File: src/hw/rtl/bfbc_pkg.sv
// bfbc_pkg: shared types, codes and constants of the balance factor calibrator
// used by bfbc_div, bfbc_dp, bfbc_ctrl and the top level
// no dependencies

package bfbc_pkg;

   // number formats
   localparam int FRAC_BITS   = 16;
   localparam int THRUST_W    = 16;
   localparam int FACTOR_W    = FRAC_BITS + 1;
   localparam int PROD_W      = THRUST_W + FACTOR_W;
   localparam int ANGLE_W     = 16;
   localparam int CONF_W      = 15;
   localparam int ROUND_W     = 5;
   localparam int PAUSE_W     = 4;
   localparam int INTERVAL_W  = 8;
   localparam int CSR_INDEX_W = 3;
   localparam int CSR_DATA_W  = 16;
   localparam int RSP_DATA_W  = 64;

   localparam logic [FACTOR_W-1:0] ONE_Q      = FACTOR_W'(1) << FRAC_BITS;
   localparam logic [FACTOR_W-1:0] HALF_Q     = FACTOR_W'(1) << (FRAC_BITS - 1);
   localparam logic [THRUST_W-1:0] THRUST_MAX = '1;
   localparam logic [ROUND_W-1:0]  MAX_ROUNDS = ROUND_W'(16);

   // iterative divider: one quotient bit a cycle
   localparam int DIV_STEPS = THRUST_W;
   localparam int DIV_CNT_W = $clog2(DIV_STEPS);
   localparam logic [DIV_CNT_W-1:0] DIV_CNT_LAST = DIV_CNT_W'(DIV_STEPS - 1);

   // register reset values
   localparam logic [15:0]           RST_MAX_THRUST    = 16'd19661;
   localparam logic [15:0]           RST_RAMP_STEP     = 16'd655;
   localparam logic [INTERVAL_W-1:0] RST_RAMP_INTERVAL = 8'd5;
   localparam logic [15:0]           RST_START_THRUST  = 16'd9175;
   localparam logic [CONF_W-1:0]     RST_CONFIRM_ANGLE = 15'd143;
   localparam logic [CONF_W-1:0]     RST_REST_ANGLE    = 15'd72;
   localparam logic [ROUND_W-1:0]    RST_ROUND_COUNT   = 5'd7;
   localparam logic [PAUSE_W-1:0]    RST_PAUSE_TICKS   = 4'd2;

   // register indexes
   localparam logic [CSR_INDEX_W-1:0] REG_MAX_THRUST    = 3'd0;
   localparam logic [CSR_INDEX_W-1:0] REG_RAMP_STEP     = 3'd1;
   localparam logic [CSR_INDEX_W-1:0] REG_RAMP_INTERVAL = 3'd2;
   localparam logic [CSR_INDEX_W-1:0] REG_START_THRUST  = 3'd3;
   localparam logic [CSR_INDEX_W-1:0] REG_CONFIRM_ANGLE = 3'd4;
   localparam logic [CSR_INDEX_W-1:0] REG_REST_ANGLE    = 3'd5;
   localparam logic [CSR_INDEX_W-1:0] REG_ROUND_COUNT   = 3'd6;
   localparam logic [CSR_INDEX_W-1:0] REG_PAUSE_TICKS   = 3'd7;

   typedef enum logic [1:0] {
      CMD_SAMPLE = 2'd0,
      CMD_TICK   = 2'd1,
      CMD_START  = 2'd2,
      CMD_STOP   = 2'd3
   } cmd_type;

   typedef enum logic [2:0] {
      PH_IDLE   = 3'd0,
      PH_RAMP   = 3'd1,
      PH_RETURN = 3'd2,
      PH_PAUSE  = 3'd3,
      PH_DONE   = 3'd4
   } phase_type;

   typedef enum logic [1:0] {
      VERDICT_NONE  = 2'd0,
      VERDICT_BIG   = 2'd1,
      VERDICT_SMALL = 2'd2
   } verdict_type;

   typedef enum logic [2:0] {
      ST_IDLE,
      ST_MUL,
      ST_LOAD,
      ST_DIV,
      ST_SEND
   } ctrl_state_type;

   // controller to datapath commands
   typedef struct packed {
      logic step;      // apply the accepted word to the calibration state
      logic mul;       // register thrust * (1 - f)
      logic load;      // load the divider, latch saturation flags
      logic div_step;  // one quotient bit
      logic send;      // load the result word into the output register
   } dp_cmd_type;

endpackage

File: src/hw/rtl/bfbc_div.sv
// bfbc_div: restoring divider, one quotient bit per step
// expects the upper half of the dividend below the divisor; uses bfbc_pkg

module bfbc_div (
   input  logic                             clock,
   input  logic                             load,
   input  logic                             step,
   input  logic [bfbc_pkg::PROD_W-1:0]      dividend,
   input  logic [bfbc_pkg::FACTOR_W-1:0]    divisor,
   output logic [bfbc_pkg::THRUST_W-1:0]    quotient
);
   import bfbc_pkg::*;

   logic [FACTOR_W-1:0] rem_ff, rem_in;
   logic [THRUST_W-1:0] quo_ff, quo_in;
   logic [FACTOR_W:0]   trial;
   logic [FACTOR_W:0]   trial_diff;
   logic                fits;

   // shift in the next dividend bit and try a subtract
   always_comb begin
      trial      = {rem_ff, quo_ff[THRUST_W-1]};
      trial_diff = trial - {1'b0, divisor};
      fits       = trial >= {1'b0, divisor};
      rem_in     = rem_ff;
      quo_in     = quo_ff;
      if (load) begin
         rem_in = dividend[PROD_W-1:THRUST_W];
         quo_in = dividend[THRUST_W-1:0];
      end else if (step) begin
         rem_in = fits ? trial_diff[FACTOR_W-1:0] : trial[FACTOR_W-1:0];
         quo_in = {quo_ff[THRUST_W-2:0], fits};
      end
   end

   always_ff @(posedge clock) begin
      rem_ff <= rem_in;
      quo_ff <= quo_in;
   end

   assign quotient = quo_ff;

endmodule

File: src/hw/rtl/bfbc_dp.sv
// bfbc_dp: datapath with registers, calibration state, rear thrust unit, result word
// uses bfbc_pkg and bfbc_div

module bfbc_dp (
   input  logic                                 clock,
   input  logic                                 reset,
   input  bfbc_pkg::dp_cmd_type                 dp_cmd,
   input  logic [1:0]                           req_tuser,
   input  logic [bfbc_pkg::ANGLE_W-1:0]         req_tdata,
   input  logic                                 csr_write,
   input  logic [bfbc_pkg::CSR_INDEX_W-1:0]     csr_index,
   input  logic [bfbc_pkg::CSR_DATA_W-1:0]      csr_data,
   output logic [bfbc_pkg::RSP_DATA_W-1:0]      rsp_tdata
);
   import bfbc_pkg::*;

   // configuration registers
   logic [15:0]           max_thrust_ff, ramp_step_ff, start_thrust_ff;
   logic [INTERVAL_W-1:0] ramp_interval_ff;
   logic [CONF_W-1:0]     confirm_angle_ff, rest_angle_ff;
   logic [ROUND_W-1:0]    round_count_ff;
   logic [PAUSE_W-1:0]    pause_ticks_ff;

   // calibration state
   logic [FACTOR_W-1:0]   bound_low_ff, bound_low_in;
   logic [FACTOR_W-1:0]   bound_high_ff, bound_high_in;
   logic [FACTOR_W-1:0]   factor_ff, factor_in;
   logic [THRUST_W-1:0]   thrust_ff, thrust_in;
   phase_type             phase_ff, phase_in;
   logic [ROUND_W-1:0]    round_ff, round_in;
   logic [15:0]           secs_ff, secs_in;
   logic [15:0]           next_ramp_ff, next_ramp_in;
   logic [PAUSE_W-1:0]    pause_left_ff, pause_left_in;
   verdict_type           verdict_ff, verdict_in;

   // rear thrust unit
   logic [PROD_W-1:0]     prod_ff;
   logic                  sat_ff, zero_ff;
   logic [THRUST_W-1:0]   quotient;
   logic [THRUST_W-1:0]   rear;
   logic [FACTOR_W-1:0]   one_minus_f;
   logic [RSP_DATA_W-1:0] rsp_data_ff;

   // step helpers
   cmd_type               cmd;
   logic signed [ANGLE_W:0] pitch_x, conf_x, conf_neg, rest_x, rest_neg;
   logic [FACTOR_W:0]     bound_sum;
   logic [FACTOR_W-1:0]   mid_cur;
   logic [ROUND_W-1:0]    rounds_lim;
   logic [ROUND_W-1:0]    rnd_next;
   logic                  begin_rnd;
   logic                  start_bounds;
   logic [16:0]           ramp_sum, thrust_sum;
   logic [PAUSE_W-1:0]    pause_dec;

   // configuration writes
   always_ff @(posedge clock) begin
      if (reset) begin
         max_thrust_ff    <= RST_MAX_THRUST;
         ramp_step_ff     <= RST_RAMP_STEP;
         ramp_interval_ff <= RST_RAMP_INTERVAL;
         start_thrust_ff  <= RST_START_THRUST;
         confirm_angle_ff <= RST_CONFIRM_ANGLE;
         rest_angle_ff    <= RST_REST_ANGLE;
         round_count_ff   <= RST_ROUND_COUNT;
         pause_ticks_ff   <= RST_PAUSE_TICKS;
      end else if (csr_write) begin
         case (csr_index)
            REG_MAX_THRUST:    max_thrust_ff    <= csr_data;
            REG_RAMP_STEP:     ramp_step_ff     <= csr_data;
            REG_RAMP_INTERVAL: ramp_interval_ff <= csr_data[INTERVAL_W-1:0];
            REG_START_THRUST:  start_thrust_ff  <= csr_data;
            REG_CONFIRM_ANGLE: confirm_angle_ff <= csr_data[CONF_W-1:0];
            REG_REST_ANGLE:    rest_angle_ff    <= csr_data[CONF_W-1:0];
            REG_ROUND_COUNT:   round_count_ff   <= csr_data[ROUND_W-1:0];
            REG_PAUSE_TICKS:   pause_ticks_ff   <= csr_data[PAUSE_W-1:0];
            default: ;
         endcase
      end
   end

   // operands of the step
   always_comb begin
      cmd        = cmd_type'(req_tuser);
      pitch_x    = {req_tdata[ANGLE_W-1], req_tdata};
      conf_x     = {2'b00, confirm_angle_ff};
      conf_neg   = -conf_x;
      rest_x     = {2'b00, rest_angle_ff};
      rest_neg   = -rest_x;
      bound_sum  = {1'b0, bound_low_ff} + {1'b0, bound_high_ff};
      mid_cur    = bound_sum[FACTOR_W:1];
      rounds_lim = (round_count_ff > MAX_ROUNDS) ? MAX_ROUNDS : round_count_ff;
      ramp_sum   = {1'b0, next_ramp_ff} + {9'b0, ramp_interval_ff};
      thrust_sum = {1'b0, thrust_ff} + {1'b0, ramp_step_ff};
      pause_dec  = (pause_left_ff != '0) ? pause_left_ff - PAUSE_W'(1) : '0;
   end

   // next calibration state for one accepted word
   always_comb begin
      bound_low_in  = bound_low_ff;
      bound_high_in = bound_high_ff;
      factor_in     = factor_ff;
      thrust_in     = thrust_ff;
      phase_in      = phase_ff;
      round_in      = round_ff;
      secs_in       = secs_ff;
      next_ramp_in  = next_ramp_ff;
      pause_left_in = pause_left_ff;
      verdict_in    = VERDICT_NONE;
      begin_rnd     = 1'b0;
      start_bounds  = 1'b0;
      rnd_next      = round_ff;

      case (cmd)
         CMD_START: begin
            bound_low_in  = '0;
            bound_high_in = ONE_Q;
            begin_rnd     = 1'b1;
            start_bounds  = 1'b1;
            rnd_next      = '0;
         end
         CMD_STOP: begin
            thrust_in = '0;
            phase_in  = PH_IDLE;
         end
         CMD_TICK: begin
            if (phase_ff == PH_RAMP) begin
               if (secs_ff != 16'hFFFF) secs_in = secs_ff + 16'd1;
            end else if (phase_ff == PH_PAUSE) begin
               pause_left_in = pause_dec;
               if (pause_dec == '0) begin
                  begin_rnd = 1'b1;
                  rnd_next  = round_ff + ROUND_W'(1);
               end
            end
         end
         CMD_SAMPLE: begin
            if (phase_ff == PH_RAMP) begin
               if (pitch_x > conf_x) begin
                  bound_high_in = factor_ff;
                  verdict_in    = VERDICT_BIG;
                  thrust_in     = start_thrust_ff;
                  phase_in      = PH_RETURN;
               end else if (pitch_x < conf_neg) begin
                  bound_low_in = factor_ff;
                  verdict_in   = VERDICT_SMALL;
                  thrust_in    = start_thrust_ff;
                  phase_in     = PH_RETURN;
               end else if (secs_ff > next_ramp_ff && thrust_ff < max_thrust_ff) begin
                  next_ramp_in = ramp_sum[16] ? 16'hFFFF : ramp_sum[15:0];
                  thrust_in    = thrust_sum[16] ? THRUST_MAX : thrust_sum[15:0];
               end
            end else if (phase_ff == PH_RETURN) begin
               if (pitch_x < rest_x && pitch_x > rest_neg) begin
                  if (pause_ticks_ff == '0) begin
                     begin_rnd = 1'b1;
                     rnd_next  = round_ff + ROUND_W'(1);
                  end else begin
                     pause_left_in = pause_ticks_ff;
                     phase_in      = PH_PAUSE;
                  end
               end
            end
         end
         default: ;
      endcase

      // round start, or done once all rounds have run
      if (begin_rnd) begin
         round_in = rnd_next;
         if (rnd_next >= rounds_lim) begin
            phase_in  = PH_DONE;
            thrust_in = '0;
         end else begin
            factor_in    = start_bounds ? HALF_Q : mid_cur;
            thrust_in    = start_thrust_ff;
            secs_in      = '0;
            next_ramp_in = {8'b0, ramp_interval_ff};
            phase_in     = PH_RAMP;
         end
      end
   end

   // calibration state registers
   always_ff @(posedge clock) begin
      if (reset) begin
         bound_low_ff  <= '0;
         bound_high_ff <= ONE_Q;
         factor_ff     <= HALF_Q;
         thrust_ff     <= '0;
         phase_ff      <= PH_IDLE;
         round_ff      <= '0;
         secs_ff       <= '0;
         next_ramp_ff  <= '0;
         pause_left_ff <= '0;
         verdict_ff    <= VERDICT_NONE;
      end else if (dp_cmd.step) begin
         bound_low_ff  <= bound_low_in;
         bound_high_ff <= bound_high_in;
         factor_ff     <= factor_in;
         thrust_ff     <= thrust_in;
         phase_ff      <= phase_in;
         round_ff      <= round_in;
         secs_ff       <= secs_in;
         next_ramp_ff  <= next_ramp_in;
         pause_left_ff <= pause_left_in;
         verdict_ff    <= verdict_in;
      end
   end

   // rear thrust: T * (1 - f) / f, saturated
   assign one_minus_f = ONE_Q - factor_ff;

   always_ff @(posedge clock) begin
      if (dp_cmd.mul) prod_ff <= {1'b0, thrust_ff} * {16'b0, one_minus_f};
      if (dp_cmd.load) begin
         zero_ff <= (thrust_ff == '0);
         sat_ff  <= (prod_ff[PROD_W-1:THRUST_W] >= factor_ff);
      end
   end

   bfbc_div u_div (
      .clock    (clock),
      .load     (dp_cmd.load),
      .step     (dp_cmd.div_step),
      .dividend (prod_ff),
      .divisor  (factor_ff),
      .quotient (quotient)
   );

   assign rear = zero_ff ? '0 : (sat_ff ? THRUST_MAX : quotient);

   // result word
   always_ff @(posedge clock) begin
      if (dp_cmd.send) begin
         rsp_data_ff <= {5'b0, verdict_ff, round_ff, phase_ff, factor_ff, rear, thrust_ff};
      end
   end

   assign rsp_tdata = rsp_data_ff;

endmodule

File: src/hw/rtl/bfbc_ctrl.sv
// bfbc_ctrl: sequencer for step, multiply, divide and result hand-off
// uses bfbc_pkg

module bfbc_ctrl (
   input  logic                 clock,
   input  logic                 reset,
   input  logic                 req_tvalid,
   output logic                 req_tready,
   output logic                 rsp_tvalid,
   input  logic                 rsp_tready,
   output bfbc_pkg::dp_cmd_type dp_cmd
);
   import bfbc_pkg::*;

   ctrl_state_type        state_ff, state_in;
   logic [DIV_CNT_W-1:0]  cnt_ff, cnt_in;
   logic                  rsp_valid_ff, rsp_valid_in;

   always_ff @(posedge clock) begin
      if (reset) begin
         state_ff     <= ST_IDLE;
         cnt_ff       <= '0;
         rsp_valid_ff <= 1'b0;
      end else begin
         state_ff     <= state_in;
         cnt_ff       <= cnt_in;
         rsp_valid_ff <= rsp_valid_in;
      end
   end

   // next state and commands
   always_comb begin
      state_in   = state_ff;
      cnt_in     = cnt_ff;
      dp_cmd     = '0;
      req_tready = 1'b0;
      case (state_ff)
         ST_IDLE: begin
            req_tready = 1'b1;
            if (req_tvalid) begin
               dp_cmd.step = 1'b1;
               state_in    = ST_MUL;
            end
         end
         ST_MUL: begin
            dp_cmd.mul = 1'b1;
            state_in   = ST_LOAD;
         end
         ST_LOAD: begin
            dp_cmd.load = 1'b1;
            cnt_in      = '0;
            state_in    = ST_DIV;
         end
         ST_DIV: begin
            dp_cmd.div_step = 1'b1;
            cnt_in          = cnt_ff + DIV_CNT_W'(1);
            if (cnt_ff == DIV_CNT_LAST) state_in = ST_SEND;
         end
         ST_SEND: begin
            if (!rsp_valid_ff || rsp_tready) begin
               dp_cmd.send = 1'b1;
               state_in    = ST_IDLE;
            end
         end
         default: state_in = ST_IDLE;
      endcase
   end

   // output register valid
   always_comb begin
      if (dp_cmd.send)     rsp_valid_in = 1'b1;
      else if (rsp_tready) rsp_valid_in = 1'b0;
      else                 rsp_valid_in = rsp_valid_ff;
   end

   assign rsp_tvalid = rsp_valid_ff;

   // an accepted word always starts the multiply next
   a_accept_to_mul: assert property (@(posedge clock) disable iff (reset)
      (req_tvalid && req_tready) |=> (state_ff == ST_MUL))
      else $error("accepted word did not start the multiply");

   // the divider runs exactly its step count before the hand-off
   a_div_length: assert property (@(posedge clock) disable iff (reset)
      (state_ff == ST_LOAD) |=> ##(DIV_STEPS) (state_ff == ST_SEND))
      else $error("divider sequence has the wrong length");

   // a pending result word is never overwritten
   a_no_overwrite: assert property (@(posedge clock) disable iff (reset)
      (rsp_valid_ff && !rsp_tready) |-> !dp_cmd.send)
      else $error("result word overwritten while stalled");

   // no new word is taken while a result is being computed
   a_one_in_flight: assert property (@(posedge clock) disable iff (reset)
      (dp_cmd.mul || dp_cmd.load || dp_cmd.div_step) |-> !req_tready)
      else $error("input taken while a word is in flight");

endmodule

File: src/hw/rtl/balance_factor_bisection_calibrator.sv
// balance_factor_bisection_calibrator: top level of the bisection balance calibrator
// instantiates bfbc_ctrl and bfbc_dp; uses bfbc_pkg
//
// usage
// - req channel: one word per command; req_tuser carries the command (attitude
//   sample, one-second tick, start, stop), req_tdata the signed pitch
// - rsp channel: one result word per request word with front and rear thrust,
//   current factor, phase, round and the verdict of that word
// - csr channel: register index and data, always ready; write only while no
//   word is in flight
// - flow: one word is in flight at a time; each accepted word runs through the
//   step, multiply, divider load, the bit-serial divider for the rear thrust
//   and the hand-off before a new word is taken
// - the result sits in an output register, so the next request is taken
//   while a result still waits for rsp_tready
// - receiver stall: the block finishes the word in flight and holds in the
//   hand-off state until the output register frees up
// - reset: synchronous; registers return to their defaults, the calibration
//   goes idle with the factor at one half, no result is pending

module balance_factor_bisection_calibrator (
   input  logic                                clock,
   input  logic                                reset,
   input  logic                                req_tvalid,
   output logic                                req_tready,
   input  logic [bfbc_pkg::ANGLE_W-1:0]        req_tdata,   // [15:0] pitch
   input  logic [1:0]                          req_tuser,   // [1:0] command
   output logic                                rsp_tvalid,
   input  logic                                rsp_tready,
   // [15:0] front_thrust, [31:16] rear_thrust, [48:32] balance_factor,
   // [51:49] phase, [56:52] round_index, [58:57] verdict, [63:59] zero
   output logic [bfbc_pkg::RSP_DATA_W-1:0]     rsp_tdata,
   input  logic                                csr_valid,
   output logic                                csr_ready,
   input  logic [bfbc_pkg::CSR_INDEX_W-1:0]    csr_index,
   input  logic [bfbc_pkg::CSR_DATA_W-1:0]     csr_data
);
   import bfbc_pkg::*;

   dp_cmd_type dp_cmd;
   logic       csr_write;

   // registers take a write every cycle
   assign csr_ready = 1'b1;
   assign csr_write = csr_valid & csr_ready;

   bfbc_ctrl u_ctrl (
      .clock      (clock),
      .reset      (reset),
      .req_tvalid (req_tvalid),
      .req_tready (req_tready),
      .rsp_tvalid (rsp_tvalid),
      .rsp_tready (rsp_tready),
      .dp_cmd     (dp_cmd)
   );

   bfbc_dp u_dp (
      .clock     (clock),
      .reset     (reset),
      .dp_cmd    (dp_cmd),
      .req_tuser (req_tuser),
      .req_tdata (req_tdata),
      .csr_write (csr_write),
      .csr_index (csr_index),
      .csr_data  (csr_data),
      .rsp_tdata (rsp_tdata)
   );

endmodule
File: config.mk
export PLATFORM = sky130hd
export DESIGN_NAME = balance_factor_bisection_calibrator
export DESIGN_NICKNAME = d
export VERILOG_FILES = /design/src/hw/rtl/bfbc_pkg.sv /design/src/hw/rtl/bfbc_div.sv /design/src/hw/rtl/bfbc_dp.sv /design/src/hw/rtl/bfbc_ctrl.sv /design/src/hw/rtl/balance_factor_bisection_calibrator.sv
export SDC_FILE = /design/constraint.sdc
export NUM_CORES = 2
export LEC_CHECK = 0
export ABC_AREA = 1
export BUFFER_PORTS_ARGS = -buffer_cell sky130_fd_sc_hd__buf_2
export CAP_MARGIN = 20
export CORE_ASPECT_RATIO = 1.4
export CORE_UTILIZATION = 31
export CTS_BUF_LIST = sky130_fd_sc_hd__clkbuf_2
export DETAILED_ROUTE_END_ITERATION = 10
export HOLD_SLACK_MARGIN = 0.15
export PLACE_DENSITY_LB_ADDON = 0.08
export SKIP_LAST_GASP = 1
export SLEW_MARGIN = 30
export SYNTH_ARGS = -nofsm -noshare
export SYNTH_HDL_FRONTEND = slang
export SYNTH_SLANG_ARGS = --single-unit
File: constraint.sdc
create_clock -name clock -period 18.6 [get_ports clock]
set_input_delay 3.72 -clock clock [delete_from_list [all_inputs] [get_ports clock]]
set_output_delay 3.72 -clock clock [all_outputs]
set_load 0.05 [all_outputs]
=== After elaboration in Yosys (flattened, before gate mapping) ===
Cells that the tools add are included.

* Output and inout port bits: 67
* Register bits after elaboration: 343

* Mux-type cells: 89
* Order comparisons: 10
* Reduce and logical (&&, ||, !) cells: 33
* Eq/ne operators: 38
* Multipliers: 1
* Bitwise operators: 1
* Add/sub/neg operators: 11

{| class="wikitable"
|+ Operator list
! operator !! number
|-
| $mux W16 || 23
|-
| $mux W17 || 9
|-
| $pmux W17 S2 || 2
|-
| $mux W5 || 8
|-
| $neg A15 Y17 || 2
|-
| $mul A16 B17 Y33 || 1
|-
| $mux W3 || 11
|-
| $gt A16 B16 Y1 || 2
|-
| $lt A16 B16 Y1 || 2
|-
| $pmux W16 S2 || 1
|-
| $mux W4 || 7
|-
| $add A17 B17 Y18 || 1
|-
| $eq A3 B2 Y1 const B || 6
|-
| $ge A18 B17 Y1 || 1
|-
| $mux W1 || 18
|-
| $reduce_and A2 Y1 || 9
|-
| $add A16 B16 Y17 || 1
|-
| $add A16 B8 Y17 || 1
|-
| $ge A17 B17 Y1 || 1
|-
| $gt A16 B17 Y1 || 1
|-
| $lt A16 B17 Y1 || 1
|-
| $sub A17 B17 Y17 || 1
|-
| $sub A17 B17 Y17 const A || 1
|-
| $add A16 B1 Y16 const B || 1
|-
| 40 further kinds || 72
|}

=== Longest topological paths before layout ===
* Depth in word-level cells: 10
* Mapped depth: 41
* Mapped depth without buffers: 40

=== Hierarchy ===
From an unflattened synthesis, not the netlist that was laid out.

* Cells, all modules: 3933
* Area, all modules: 29684.7 um2

{| class="wikitable"
|+ Modules (own cells, without submodules)
! module !! instances !! sequential area each (um2) !! cells an instance !! area an instance (um2)
|-
| bfbc_dp || 1 || 6986.7 || 3451 || 26396.6
|-
| bfbc_div || 1 || 991.0 || 415 || 2837.7
|-
| bfbc_ctrl || 1 || 160.2 || 65 || 439.2
|-
| balance_factor_bisection_calibrator || 1 || 0.0 || 2 || 11.3
|}

=== Least setup slack after synthesis ===
Ideal clock, no wire load.

* Path type: input to register
* Start point: in req_tdata[14] (netlist name)
* End point: reg u_dp.next_ramp_ff[1]
* Arrival: 6.803 ns
* Data required time: 18.535 ns
* Buffers on the path: 1
* Cell stages on the path: 28
* Slack: 11.732 ns
* Library setup time: 0.065 ns
* Cells stage by stage: ha_1 -> nand2_1 -> inv_1 -> o21ai_1 -> nand2_1 -> nor2_1 -> nand2_1 -> nand2_1 -> nand3_2 -> nor2_4 -> nand2_1 -> inv_1 -> nor2_1 -> o21bai_1 -> o21ai_0 -> ha_1 -> inv_1 -> nand2_1 -> a21oi_1 -> nor2_1 -> o21ai_0 -> nand2_1 -> a21oi_1 -> clkbuf_1 -> nand2_1 -> nor2_1 -> nor2_1 -> nor2_1

* Longest elaborated chain between the ends: 9
* Elaborated cells on any way between the ends: 20
* Those cells by class: order compare: 5; mux: 14; reduce/logical: 1

{| class="wikitable"
|+ Ends and longest elaborated chain
! what !! RTL line !! text
|-
| start, declared || balance_factor_bisection_calibrator.sv:26 || <nowiki>input logic [bfbc_pkg::ANGLE_W-1:0] req_tdata,</nowiki>
|-
| $gt A16 B17 Y1 / $lt A16 B16 Y1 (equally long branches) || bfbc_dp.sv:154 || <nowiki>if (pitch_x < rest_x && pitch_x > rest_neg) begin</nowiki>
|-
| $logic_and A1 B1 Y1 || bfbc_dp.sv:154 ||
|-
| $mux W5 || bfbc_dp.sv:154 ||
|-
| $mux W5 || bfbc_dp.sv:153 || <nowiki>end else if (phase_ff == PH_RETURN) begin</nowiki>
|-
| $mux W5 || bfbc_dp.sv:138 || <nowiki>if (phase_ff == PH_RAMP) begin</nowiki>
|-
| $pmux W5 S3 || bfbc_dp.sv:114 || <nowiki>case (cmd)</nowiki>
|-
| $ge A5 B5 Y1 || bfbc_dp.sv:171 || <nowiki>if (rnd_next >= rounds_lim) begin</nowiki>
|-
| $mux W16 || bfbc_dp.sv:171 ||
|-
| $mux W16 * || bfbc_dp.sv:169 || <nowiki>if (begin_rnd) begin</nowiki>
|-
| end signal, assigned || bfbc_dp.sv:205 || <nowiki>next_ramp_ff <= next_ramp_in;</nowiki>
|-
| end, declared || bfbc_dp.sv:32 || <nowiki>logic [15:0] next_ramp_ff, next_ramp_in;</nowiki>
|}

Mark *: on every way between the ends. The rest lies on a longest branch, timed or not.
A chain may end at the register's enable or synchronous reset.

=== Worst setup path in the final report ===
* Start point: reg u_dp.factor_ff[0]
* End point: reg u_dp.prod_ff[29] (data pin)

* Longest elaborated chain between the ends: 2

{| class="wikitable"
|+ Ends and longest elaborated chain
! what !! RTL line !! text
|-
| start, declared || bfbc_dp.sv:27 || <nowiki>logic [FACTOR_W-1:0] factor_ff, factor_in;</nowiki>
|-
| start signal, assigned || bfbc_dp.sv:200 || <nowiki>factor_ff <= factor_in;</nowiki>
|-
| $sub A17 B17 Y17 || bfbc_dp.sv:212 || <nowiki>assign one_minus_f = ONE_Q - factor_ff;</nowiki>
|-
| $mul A16 B17 Y33 || bfbc_dp.sv:215 || <nowiki>if (dp_cmd.mul) prod_ff <= {1'b0, thrust_ff} * {16'b0, one_minus_f};</nowiki>
|-
| end signal, assigned || bfbc_dp.sv:215 ||
|-
| end, declared || bfbc_dp.sv:37 || <nowiki>logic [PROD_W-1:0] prod_ff;</nowiki>
|}

Every way passes these cells.

==> flow_summary.json <==
{
  "antenna_found_initial": 3,
  "synth-compound-area-share_pct": 11.3,
  "status": "finished, final reports clean",
  "syn2layout_area_growth_pct": 9.55,
  "dpl_worst_slack_ns": 10.18,
  "syn_area_sq_um": 29400,
  "cap_violations": 0,
  "antenna_left": 0,
  "fillerInstances": 10200,
  "worstSetupPathType": "reg -> reg",
  "holdBufCountCts": 0,
  "synth_edf_count": 127,
  "cp_slowest_cell": "fa_1",
  "ys_seq_area_share_pct": 27.7,
  "synthTopCellsByCount": "nand2_1 (823), inv_1 (621), nor2_1 (394)",
  "totalWireLength_um": 104000,
  "end_kind": "flop",
  "place_inst": 5085,
  "p_leak_uw": 0.0156,
  "ctsRootBufferMaster": "clkbuf_2",
  "cts_tree": "built",
  "synthFlopType": "dfxtp_1",
  "synth_fa_ha_area_share_pct": 26.6,
  "synth.distinct_cells": 51,
  "synth_xor_area_share_pct": 3.01,
  "async_reset_ff_share_pct": 0,
  "cp_common_cell": "fa_1",
  "yosys.area_share.simple_pct": 21.3,
  "initial_core_util_pct": 31.3,
  "htree_levels": 3,
  "core.rowCount": 133,
  "yosysTopAreaCell": "dfxtp_1",
  "irDropWorstVdd_mv": 0.0363,
  "synth_top_family_by_area": "adder cells",
  "clk_pin_slew_worst_paths_ns": 0.12,
  "rsz0062_at_grt": "no",
  "post-route-min-period_ns": 7.97,
  "synth.most_common_cell": "nand2_1",
  "coreArea_sq_um": 94000,
  "drt-initial-drc-count": 1276,
  "yosys-top-cells-area": "dfxtp_1 (15%), fa_1 (14%), edfxtp_1 (13%)",
  "clk_latency_ns": 1.38,
  "remaining_drc_errors": 0,
  "setup_violations": 0,
  "die-area_sq_um": 96200,
  "hold_class": "reg -> reg",
  "wl_per_cell_um": 19.7,
  "drive_gt1_share_pct": 8.72,
  "cts.sinks": 343,
  "tightest_slew_ns": 0.875,
  "first_global_vias": 26600,
  "cts_setup_buffers": 0,
  "grt_pass1_wl_um": 160000,
  "power_uw": 2310,
  "synth_warnings": 0,
  "die_w_um": 262,
  "synthCells": 3852,
  "slowest_delay_ns": 0.58,
  "synth_area_per_cell_sq_um": 7.64,
  "grt_overflow": 0,
  "cts.path.max_buffers": 3,
  "critPathRequiredTime_ns": 19.66,
  "cts_resized": 0,
  "setup_ws_ns": 10.63,
  "final_cells": 5267,
  "grt_max_degree": 78,
  "pin_count": 109,
  "port_buffers": 102,
  "ys_ff_latch": 343,
  "multiInputGateArea_sq_um": 18400,
  "gp_congestion": 0.884,
  "cp-start-kind": "flop",
  "skew_ns": 0.146,
  "vias": 25400,
  "hpwl_um": 80300,
  "nNetsFinal": 4509,
  "max_freq_ghz": 0.126,
  "dr.pass1.iters": 5,
  "yosysTopAreaCellShare_pct": 14.7,
  "crit_arrival_ns": 9.03,
  "die_y_um": 367,
  "post-route-period-util_pct": 42.8,
  "vias_per_cell": 4.83,
  "hold_viol": 0,
  "slew_headroom_pct": 41.7,
  "worst_hold_slack_ns": 0.452,
  "setup_tns_ns": 0,
  "slew_viol_final": 0,
  "track_usage_pct": 21.9,
  "cp_max_fo": 22,
  "power_density_nw_per_um2": 71.7,
  "cts-buffers-inserted": 96,
  "regArea_sq_um": 8140,
  "synthMuxAreaShare_pct": 0.0340
}
-- per-stage QoR --
stage | util, % | area (sq um)
global route | 34.3 | 32200
detailed placement | 33.3 | 31300
finish | 34.3 | 32200
CTS | 34.3 | 32200
floorplan | - | 29400
global placement | 33.2 | 31200
-- path summary, 6_finish.rpt --
| path | startpoint | end | slack, ns | cells after the start |
|---|---|---|---|---|
| worst max register to register | u_dp.factor_ff[0] | u_dp.prod_ff[29] | 10.63 | 30 |
| worst max-delay path | u_dp.factor_ff[0] | u_dp.prod_ff[29] | 10.63 | 30 |
| worst min register to register | u_dp.verdict_ff[0] | u_dp.rsp_tdata[57] | 0.45 | 0 |
| worst min-delay path | u_dp.verdict_ff[0] | u_dp.rsp_tdata[57] | 0.45 | 0 |
-- registers in the layout, indices dropped and copies added, names as in the netlist, 15 cells and up --
register               count
u_dp.thrust_ff            16
u_dp.secs_ff              16
u_dp.bound_low_ff         17
u_dp.rsp_tdata            59
u_dp.next_ramp_ff         16
u_dp.factor_ff            17
u_dp.rest_angle_ff        15
u_dp.u_div.rem_ff         17
u_dp.u_div.quotient       16
u_dp.start_thrust_ff      16
u_dp.confirm_angle_ff     15
u_dp.max_thrust_ff        16
u_dp.ramp_step_ff         16
u_dp.bound_high_ff        17
u_dp.prod_ff              33
-- cells by family after synthesis --
group,Yosys count
mux,1
buf+inv,773
compound gates,621
other cells,2
xor+xnor,101
flops,343
fa+ha+maj,499
simple gates,1512
-- report_power, final --
group,switching (uW),internal (uW)
logic,544,246
clock network,380,246
registers,45.2,851
total,969,1340
-- critical path, delay by kind of cell, from the launching register on --
family	cells	cell delay, ns
compound gates	5	1.20
xor+xnor	1	0.19
fa+ha+maj	7	3.51
buf+inv	6	0.99
flops	1	0.31
simple gates	11	1.52
-- per-layer routing --
metal | GRT usage, % | share of wire (%) | vias up
met1 | 24.3 | 40 | 12200
met4 | 7.77 | 3.3 | 0
met3 | 2.97 | 2.9 | 159
met2 | 42.0 | 54 | 459
met5 | 0 | 0 | -
li1 | - | - | 12600
-- area by class of cell --
class                      count  area share, %
multi-input combinational   2740           56.9
sequential                   343           25.2
inverter                     649           7.56
tap                         1215           4.72
timing repair buffer         138           2.55
clock buffer                 136           2.11
clock inverter                41          0.834
antenna                        5         0.0388
-- cell usage in the layout (no fill, tap or decap), types with 4 or more instances in the layout --
cell type,Yosys,layout
inv_2,21,21
nand3b_1,4,4
nor2_1,394,391
a31oi_1,9,9
nand2_1,823,823
xnor2_1,31,31
ha_1,287,287
nand3_1,157,157
o21ai_0,250,250
conb_1,2,6
a21o_1,9,9
buf_4,8,34
dfxtp_1,216,215
nand3_2,6,6
or2_2,4,4
nand4_1,52,52
diode_2,0,5
nor3_2,6,6
edfxtp_1,127,127
o21a_1,6,6
nand2_2,7,7
clkinv_2,0,8
nor3_1,38,38
o211ai_1,29,29
buf_2,20,102
a21oi_1,267,266
inv_1,621,619
nor4_1,9,8
fa_1,212,212
o21bai_1,8,8
nor2_4,4,7
clkinv_1,7,33
o21ai_1,21,21
xor2_1,70,70
a21boi_0,5,5
clkbuf_2,0,136
No activity file was read; power rests on OpenSTA's default activity.
